==> src/rtl/core/psw_pkg.sv <==
// ---------------------------------------------------------------------------
// psw_pkg
// Shared types and fixed field widths for the priority schedule block.
// ---------------------------------------------------------------------------
package psw_pkg;

  // Fixed result field widths
  localparam int ID_W   = 5;
  localparam int WAIT_W = 21;
  localparam int TOTW_W = 25;
  localparam int TOTT_W = 26;
  // Running sums are kept modulo 2**ACC_W, enough for every result field
  localparam int ACC_W  = 26;

  typedef enum logic {
    ST_LOAD,
    ST_EMIT
  } state_t;

  // Controller to datapath
  typedef struct packed {
    logic load;   // store the accepted request
    logic emit;   // move the head job into the result register
  } psw_cmd_t;

  // Datapath to controller
  typedef struct packed {
    logic last_one;  // one job left in the ordered store
  } psw_status_t;

endpackage

==> src/rtl/core/psw_ctrl.sv <==
// ---------------------------------------------------------------------------
// psw_ctrl
// Load / emit sequencer and result valid flag.
// ---------------------------------------------------------------------------
module psw_ctrl (
  input  logic                 clk,
  input  logic                 rst,
  input  logic                 in_valid,
  input  logic                 last_job,
  input  logic                 out_stall,
  input  psw_pkg::psw_status_t status,
  output logic                 in_stall,
  output logic                 out_valid,
  output psw_pkg::psw_cmd_t    cmd
);

  psw_pkg::state_t state, state_next;
  logic            out_valid_next;
  logic            in_acc;
  logic            out_free;

  assign out_free = !out_valid || !out_stall;

  // next state
  always_comb begin
    state_next = state;
    case (state)
      psw_pkg::ST_LOAD: begin
        if (in_valid && last_job) state_next = psw_pkg::ST_EMIT;
      end
      psw_pkg::ST_EMIT: begin
        if (out_free && status.last_one) state_next = psw_pkg::ST_LOAD;
      end
      default: state_next = psw_pkg::ST_LOAD;
    endcase
  end

  // outputs
  always_comb begin
    in_stall = 1'b1;
    in_acc   = 1'b0;
    cmd      = '0;
    case (state)
      psw_pkg::ST_LOAD: begin
        in_stall = 1'b0;
        in_acc   = in_valid;
        cmd.load = in_acc;
      end
      psw_pkg::ST_EMIT: begin
        cmd.emit = out_free;
      end
      default: begin
        in_stall = 1'b1;
      end
    endcase
  end

  always_comb begin
    if (cmd.emit) out_valid_next = 1'b1;
    else          out_valid_next = out_valid && out_stall;
  end

  always_ff @(posedge clk) begin
    if (rst) begin
      state     <= psw_pkg::ST_LOAD;
      out_valid <= 1'b0;
    end else begin
      state     <= state_next;
      out_valid <= out_valid_next;
    end
  end

endmodule

==> src/rtl/core/psw_dp.sv <==
// ---------------------------------------------------------------------------
// psw_dp
// Ordered job store (insertion cells), running sums and result register.
// ---------------------------------------------------------------------------
module psw_dp #(
  parameter int MAX_PROCS  = 32,
  parameter int BURST_BITS = 16,
  parameter int PRIO_BITS  = 8
) (
  input  logic                        clk,
  input  logic                        rst,
  input  psw_pkg::psw_cmd_t           cmd,
  input  logic [BURST_BITS-1:0]       burst_time,
  input  logic [PRIO_BITS-1:0]        job_priority,
  output psw_pkg::psw_status_t        status,
  output logic [psw_pkg::ID_W-1:0]    job_id,
  output logic [PRIO_BITS-1:0]        out_priority,
  output logic [BURST_BITS-1:0]       out_burst,
  output logic [psw_pkg::WAIT_W-1:0]  wait_time,
  output logic [psw_pkg::WAIT_W-1:0]  turnaround,
  output logic [psw_pkg::TOTW_W-1:0]  total_wait,
  output logic [psw_pkg::TOTT_W-1:0]  total_turnaround,
  output logic                        overflow,
  output logic                        last_result
);

  localparam int IDX_W = (MAX_PROCS > 1) ? $clog2(MAX_PROCS) : 1;
  localparam int CNT_W = $clog2(MAX_PROCS + 1);
  localparam int IDE_W = (IDX_W > psw_pkg::ID_W) ? IDX_W : psw_pkg::ID_W;

  // ordered store, head at cell 0
  logic [PRIO_BITS-1:0]  prio_q  [MAX_PROCS];
  logic [BURST_BITS-1:0] burst_q [MAX_PROCS];
  logic [IDX_W-1:0]      id_q    [MAX_PROCS];
  logic [MAX_PROCS-1:0]  gt;

  logic [CNT_W-1:0]         job_count;
  logic                     dropped_flag;
  logic [psw_pkg::ACC_W-1:0] wait_accum, totw_accum, tott_accum;
  logic [psw_pkg::ACC_W-1:0] turn_cur, totw_cur, tott_cur;
  logic                     full;
  logic                     store_en;
  logic [IDE_W-1:0]         head_id;

  assign full           = (job_count == CNT_W'(MAX_PROCS));
  assign store_en       = cmd.load && !full;
  assign status.last_one = (job_count == CNT_W'(1));

  // cell i lies behind the insertion point: empty, or strictly larger priority
  always_comb begin
    for (int i = 0; i < MAX_PROCS; i++) begin
      gt[i] = (CNT_W'(i) >= job_count) || (prio_q[i] > job_priority);
    end
  end

  genvar g;
  generate
    for (g = 0; g < MAX_PROCS; g++) begin : g_cell
      always_ff @(posedge clk) begin
        if (store_en) begin
          if (g == 0) begin
            if (gt[g]) begin
              prio_q[g]  <= job_priority;
              burst_q[g] <= burst_time;
              id_q[g]    <= job_count[IDX_W-1:0];
            end
          end else if (gt[g] && !gt[(g == 0) ? 0 : g-1]) begin
            prio_q[g]  <= job_priority;
            burst_q[g] <= burst_time;
            id_q[g]    <= job_count[IDX_W-1:0];
          end else if (gt[g]) begin
            prio_q[g]  <= prio_q[(g == 0) ? 0 : g-1];
            burst_q[g] <= burst_q[(g == 0) ? 0 : g-1];
            id_q[g]    <= id_q[(g == 0) ? 0 : g-1];
          end
        end else if (cmd.emit && (g < MAX_PROCS - 1)) begin
          prio_q[g]  <= prio_q[(g < MAX_PROCS - 1) ? g+1 : g];
          burst_q[g] <= burst_q[(g < MAX_PROCS - 1) ? g+1 : g];
          id_q[g]    <= id_q[(g < MAX_PROCS - 1) ? g+1 : g];
        end
      end
    end
  endgenerate

  // head job figures
  assign turn_cur = wait_accum + psw_pkg::ACC_W'(burst_q[0]);
  assign totw_cur = totw_accum + wait_accum;
  assign tott_cur = tott_accum + turn_cur;
  assign head_id  = IDE_W'(id_q[0]);

  always_ff @(posedge clk) begin
    if (rst) begin
      job_count    <= '0;
      dropped_flag <= 1'b0;
      wait_accum   <= '0;
      totw_accum   <= '0;
      tott_accum   <= '0;
    end else if (cmd.load) begin
      if (full) dropped_flag <= 1'b1;
      else      job_count    <= job_count + CNT_W'(1);
    end else if (cmd.emit) begin
      if (status.last_one) begin
        job_count    <= '0;
        dropped_flag <= 1'b0;
        wait_accum   <= '0;
        totw_accum   <= '0;
        tott_accum   <= '0;
      end else begin
        job_count  <= job_count - CNT_W'(1);
        wait_accum <= turn_cur;
        totw_accum <= totw_cur;
        tott_accum <= tott_cur;
      end
    end
  end

  // result register
  always_ff @(posedge clk) begin
    if (cmd.emit) begin
      job_id       <= head_id[psw_pkg::ID_W-1:0];
      out_priority <= prio_q[0];
      out_burst    <= burst_q[0];
      wait_time    <= wait_accum[psw_pkg::WAIT_W-1:0];
      turnaround   <= turn_cur[psw_pkg::WAIT_W-1:0];
      overflow     <= dropped_flag;
      last_result  <= status.last_one;
      if (status.last_one) begin
        total_wait       <= totw_cur[psw_pkg::TOTW_W-1:0];
        total_turnaround <= tott_cur[psw_pkg::TOTT_W-1:0];
      end else begin
        total_wait       <= '0;
        total_turnaround <= '0;
      end
    end
  end

endmodule

==> src/rtl/core/priority_schedule_wait_times_top.sv <==
// ---------------------------------------------------------------------------
// priority_schedule_wait_times_top
// Non-preemptive priority scheduler: collects a set of jobs, orders them by
// ascending priority value (ties kept in arrival order) and returns one
// result request per job with waiting and turnaround times.
// ---------------------------------------------------------------------------
//
//   channel  handshake             payload
//   -------  --------------------  ---------------------------------------
//   in       in_valid / in_stall   burst_time, job_priority, last_job
//   out      out_valid / out_stall job_id, out_priority, out_burst,
//                                  wait_time, turnaround, total_wait,
//                                  total_turnaround, overflow, last_result
//
// Operation: each accepted job request goes straight into the store; the insertion cells keep the
// store sorted as jobs arrive, so no separate sort phase follows. A set of
// N jobs then emits N results at one per cycle while the output is not stalled.
// The input is stalled from the last_job request until the final result has
// been moved into the output register.
// Reset (rst, synchronous) empties the job set and clears the running sums;
// no clearing pass is needed.
// An output stall simply holds the result register and pauses emission.
// Requests beyond MAX_PROCS jobs are dropped and flag overflow.
// ---------------------------------------------------------------------------
module priority_schedule_wait_times_top #(
  parameter int MAX_PROCS  = 32,
  parameter int BURST_BITS = 16,
  parameter int PRIO_BITS  = 8
) (
  input  logic                        clk,
  input  logic                        rst,
  // job requests
  input  logic                        in_valid,
  output logic                        in_stall,
  input  logic [BURST_BITS-1:0]       burst_time,
  input  logic [PRIO_BITS-1:0]        job_priority,
  input  logic                        last_job,
  // schedule results
  output logic                        out_valid,
  input  logic                        out_stall,
  output logic [psw_pkg::ID_W-1:0]    job_id,
  output logic [PRIO_BITS-1:0]        out_priority,
  output logic [BURST_BITS-1:0]       out_burst,
  output logic [psw_pkg::WAIT_W-1:0]  wait_time,
  output logic [psw_pkg::WAIT_W-1:0]  turnaround,
  output logic [psw_pkg::TOTW_W-1:0]  total_wait,
  output logic [psw_pkg::TOTT_W-1:0]  total_turnaround,
  output logic                        overflow,
  output logic                        last_result
);

  psw_pkg::psw_cmd_t    cmd;
  psw_pkg::psw_status_t status;

  // sequencer: load phase, then emit phase
  psw_ctrl u_ctrl (
    .clk       (clk),
    .rst       (rst),
    .in_valid  (in_valid),
    .last_job  (last_job),
    .out_stall (out_stall),
    .status    (status),
    .in_stall  (in_stall),
    .out_valid (out_valid),
    .cmd       (cmd)
  );

  // ordered store, prefix sums and result register
  psw_dp #(
    .MAX_PROCS  (MAX_PROCS),
    .BURST_BITS (BURST_BITS),
    .PRIO_BITS  (PRIO_BITS)
  ) u_dp (
    .clk              (clk),
    .rst              (rst),
    .cmd              (cmd),
    .burst_time       (burst_time),
    .job_priority     (job_priority),
    .status           (status),
    .job_id           (job_id),
    .out_priority     (out_priority),
    .out_burst        (out_burst),
    .wait_time        (wait_time),
    .turnaround       (turnaround),
    .total_wait       (total_wait),
    .total_turnaround (total_turnaround),
    .overflow         (overflow),
    .last_result      (last_result)
  );

  // turnaround is always waiting time plus own burst
  a_turn_sum: assert property (@(posedge clk) disable iff (rst)
    out_valid |-> turnaround ==
      psw_pkg::WAIT_W'(wait_time + psw_pkg::WAIT_W'(out_burst)))
    else $error("turnaround does not match wait plus burst");

  // totals only on the final result
  a_tot_zero: assert property (@(posedge clk) disable iff (rst)
    (out_valid && !last_result) |-> (total_wait == '0 && total_turnaround == '0))
    else $error("totals set on a non-final result");

  // a closing job request always starts emission
  a_emit_start: assert property (@(posedge clk) disable iff (rst)
    (in_valid && !in_stall && last_job) |=> (in_stall && cmd.emit == !(out_valid && out_stall)))
    else $error("emission did not start after last job");

endmodule
==> config.mk <==
export PLATFORM = sky130hd
export DESIGN_NAME = priority_schedule_wait_times_top
export DESIGN_NICKNAME = d
export VERILOG_FILES = /design/src/rtl/core/psw_pkg.sv /design/src/rtl/core/psw_ctrl.sv /design/src/rtl/core/psw_dp.sv /design/src/rtl/core/priority_schedule_wait_times_top.sv
export SDC_FILE = /design/constraint.sdc
export NUM_CORES = 2
export LEC_CHECK = 0
export BUFFER_PORTS_ARGS = -buffer_cell sky130_fd_sc_hd__buf_2
export CORE_MARGIN = 4
export CORE_UTILIZATION = 60
export CTS_CLUSTER_SIZE = 14
export DETAILED_ROUTE_END_ITERATION = 10
export PLACE_DENSITY = 0.82
export RECOVER_POWER = 100
export SYNTH_ARGS = -nofsm -noshare
export SYNTH_HDL_FRONTEND = slang
export SYNTH_SLANG_ARGS = --single-unit
==> constraint.sdc <==
create_clock -name clk -period 7.3 [get_ports clk]
set_input_delay 0 -clock clk [delete_from_list [all_inputs] [get_ports clk]]
set_output_delay 0 -clock clk [all_outputs]
set_load 0.01 [all_outputs]
==> impl_results.rst <==
.. list-table::
   :header-rows: 1

   * - Metric
     - Value
   * - Most frequent standard cell in the layout excluding fill and tap cells
     - sky130_fd_sc_hd__edfxtp_1
   * - Syn avg cell area
     - approximately 11 sq um
   * - Static leakage
     - between 20 and 30 nW
   * - Failing checks
     - capacitance limit, slew limit
   * - IO Count
     - 155
   * - Peak supply drop
     - 0.273 mV
   * - WL per Instance
     - 25.0 microns
   * - Via density per instance
     - 6.80
   * - WHS
     - 57.3 ps
   * - Placed Instances
     - 6648
   * - Die span in x
     - 329 microns
   * - Vert. Die Dim
     - between 300 and 400 microns
   * - Congestion Overflow GR
     - 0
   * - Port Buf Inserts
     - 154
   * - Die area
     - 108000 sq um
   * - Worst slack after detailed placement
     - around 2300 ps
   * - Total standard cell area after synthesis
     - 61900 sq um
   * - Worst Setup Slack, final
     - 1120 ps
   * - Maximum buffer depth of the clock tree
     - 3
   * - Hold Violations, Final
     - 0
   * - Min cycle time layout
     - around 6000 ps
   * - Number of CTS-inserted buffers
     - 119
   * - Area growth from synthesis to layout
     - 9.10%
   * - Worst slew margin relative to its limit
     - -83.6%
   * - Placeable core region
     - a little over 100000 sq um
   * - Maximum clock frequency
     - ~160 MHz
   * - Max-slew violations
     - between 1000 and 1500
   * - Commonest cells after routing, fill and taps aside
     - sky130_fd_sc_hd__edfxtp_1, sky130_fd_sc_hd__nand2_1, sky130_fd_sc_hd__o21ai_0
   * - Most frequently used flop master after synthesis
     - sky130_fd_sc_hd__edfxtp_1
   * - Power consumption
     - 24.9 mW
   * - Cells along the critical path
     - buf_4 > clkinv_1 > ha_1 > nand3_1 > nand2_1 > nor2_1 > o21ai_0 > a21oi_4 > clkbuf_1 > nor2_1 > a21o_1
   * - Drt initial violations
     - 5846
   * - Ratio of cells with drive above 1 in the final layout
     - under 10%
   * - Maximum cell stage delay along the critical path
     - between 1000 and 1500 ps
   * - Critical Setup Path Class
     - register to register
   * - Number of enable flip-flop cells after synthesis
     - 1052
   * - Iteration count of the initial detailed-routing pass
     - 7
   * - Final critical-path share of the clock period
     - 84.7%
   * - Maximum fanout count along the critical path
     - 33
   * - Largest area contributor in the synthesized netlist
     - sky130_fd_sc_hd__edfxtp_1
   * - Number of levels in the clock H-tree
     - 3
   * - Library cell used as clock root buffer
     - sky130_fd_sc_hd__clkbuf_16
   * - Flop-to-flop setup slack
     - about 1100 ps
   * - Count of cell types in the netlist
     - between 80 and 90
   * - Total routing resource utilization after global routing
     - 31.0%
   * - Required @ worst endpoint
     - 7770 ps
   * - Instance area at placement
     - 63900 sq um
   * - Initial Utilization
     - 60.6%
   * - Power density cells
     - between 300 and 400 nW/um^2
   * - Cell depth of the worst hold path
     - 2
   * - Worst Setup End Kind
     - register
   * - Half-perimeter wire length after placement
     - 113000 microns
   * - Nets in the synthesized netlist
     - between 5000 and 6000
   * - Placer Congestion
     - 0.919
   * - Worst min path class
     - input port to register
   * - Number of nets in the layout
     - 5785
   * - Critical path startpoint category
     - register
   * - Sequential element share of the synthesized area
     - 53.8%
   * - Slew at the pin with the worst max-slew slack
     - 2750 ps
   * - Post-Route Utilization
     - 66.1%
   * - Buffers inserted by post-CTS timing repair
     - 0
   * - Residual DRC count
     - 0
   * - Post-route design area
     - approximately 68000 sq um
   * - Instance count of the mapped netlist
     - 5444
   * - Yosys warning count
     - 0
   * - Worst-Skew Late Latency
     - 730 ps
   * - Max-cap violations
     - 40
   * - Post-route antenna net violation count
     - 0
   * - CTS tree
     - built
   * - Cts-stage hold buffer count
     - 27
   * - Unrepaired setup endpoints after global routing
     - false
   * - Global-route wire length before repair
     - 264000 microns
   * - Via total after detailed routing
     - 46891
   * - Reg clk slew, reported paths
     - 70 ps
   * - Antenna diode count
     - 0
   * - Number of global-route vias before repair
     - around 45000
   * - Critical-path cell with the highest stage delay
     - sky130_fd_sc_hd__clkbuf_1
   * - R2R cell count
     - 11
   * - Worst clock skew
     - 27.8 ps
   * - Post-cts resize count
     - 0
   * - Routed Wire Length
     - 172000 microns
   * - Cell mode on critical path
     - sky130_fd_sc_hd__nor2_1
   * - CP arrival
     - 6660 ps
   * - Antenna violations before repair
     - 2
   * - Outcome
     - finished with violations
   * - Proportion of netlist area held by the largest area contributor
     - around half
   * - Post-Route Setup TNS
     - 0 ps
   * - Maximum number of pins on one net before global-route repair
     - 243
   * - Clk sink count
     - 1138
   * - Site row count
     - 117
   * - Flops & latches, synth
     - 1138
   * - Top cells by area, synth
     - sky130_fd_sc_hd__edfxtp_1, sky130_fd_sc_hd__mux2i_1, sky130_fd_sc_hd__ha_1
   * - Number of failing setup endpoints in the final timing report
     - 0
   * - Final Instance Count excl. Fillers
     - 6896
   * - FFs w/ async S/R, synth
     - 0%
per-layer routing:
layer	share of wire (%)	routed length, microns	vias to the layer above	GRT usage [%]
met5	0.0087	15	-	0
met3	11	19000	457	5.52
met1	39	67100	22709	42.7
li1	-	-	20779	-
met2	46	78500	2944	49.0
met4	4.4	7560	2	12.4
logic make-up (layout without fill, tap and decap cells):
kind of cell / count (synthesis) / count (layout) / synth area share (%)
buffers and inverters: 518 / 602 / 3.42
adders and majority gates: 328 / 328 / 6.66
and+or+nand+nor: 1280 / 1280 / 9.23
DFF: 1138 / 1138 / 53.8
muxes: 453 / 453 / 7.38
AOI/OAI and AO/OA: 1654 / 1654 / 18.5
xor gates and xnor gates: 73 / 73 / 1.03
critical path: cells and delay by family (launching register included):
| family | cells | cell delay, ps |
|---|---|---|
| fa+ha+maj | 1 | 550 |
| compound gates | 3 | 1020 |
| flops | 1 | 310 |
| buf+inv | 3 | 2210 |
| simple gates | 4 | 1790 |
power by group:
part	leakage (nW)	internal (mW)	switching, mW
Clock	1.95	3.58	2.69
Combinational	14.0	2.85	4.52
Sequential	11.0	9.87	1.37
Total	27.0	16.3	8.57
cell usage after synthesis, types with 20 or more instances:
cell type / count
sky130_fd_sc_hd__and3_1: 97
sky130_fd_sc_hd__mux2_2: 29
sky130_fd_sc_hd__buf_1: 38
sky130_fd_sc_hd__a221o_1: 203
sky130_fd_sc_hd__dfxtp_1: 86
sky130_fd_sc_hd__a21o_1: 218
sky130_fd_sc_hd__xnor2_1: 43
sky130_fd_sc_hd__inv_1: 78
sky130_fd_sc_hd__edfxtp_1: 1052
sky130_fd_sc_hd__mux2i_1: 424
sky130_fd_sc_hd__ha_1: 325
sky130_fd_sc_hd__a22oi_1: 76
sky130_fd_sc_hd__nand3_1: 43
sky130_fd_sc_hd__a21oi_1: 142
sky130_fd_sc_hd__nor2_1: 218
sky130_fd_sc_hd__nand4_1: 58
sky130_fd_sc_hd__o21a_1: 61
sky130_fd_sc_hd__clkbuf_1: 288
sky130_fd_sc_hd__buf_2: 91
sky130_fd_sc_hd__nor2b_1: 51
sky130_fd_sc_hd__xor2_1: 30
sky130_fd_sc_hd__o22ai_1: 20
sky130_fd_sc_hd__nand2_1: 649
sky130_fd_sc_hd__nor3_1: 83
sky130_fd_sc_hd__o21ai_0: 600
sky130_fd_sc_hd__a22o_1: 167
path summary, 6_finish.rpt:
path	start	to
hold / removal	job_priority[1]	u_dp.prio_q[10][1]$_DFFE_PP_
setup / recovery	u_dp.job_count[1]$_SDFFE_PP0P_	u_dp.prio_q[6][0]$_DFFE_PP_
setup reg to reg	u_dp.job_count[1]$_SDFFE_PP0P_	u_dp.prio_q[6][0]$_DFFE_PP_
hold reg to reg	u_dp.dropped_flag$_SDFFE_PP0P_	u_dp.overflow$_DFFE_PP_
sequential cells by signal, indices dropped and copies added (netlist names), 16 cells and up:
signal                 cells
u_dp.burst_q             512
u_dp.prio_q              256
u_dp.id_q                160
u_dp.total_turnaround     26
u_dp.tott_accum           26
u_dp.wait_accum           26
u_dp.total_wait           25
u_dp.totw_accum           25
u_dp.turnaround           21
u_dp.wait_time            21
u_dp.out_burst            16
final cells by class:
cell class              count  area, sq um
multi-input cells        3788        26600
inverters                  88          338
flip-flops and latches   1138        33300
well taps                1368         1710
fillers                  7612        34600
clock inverters            85          921
clock buffers             136         3060
repair buffers            293         1630
(Power assumes the default switching activity.)
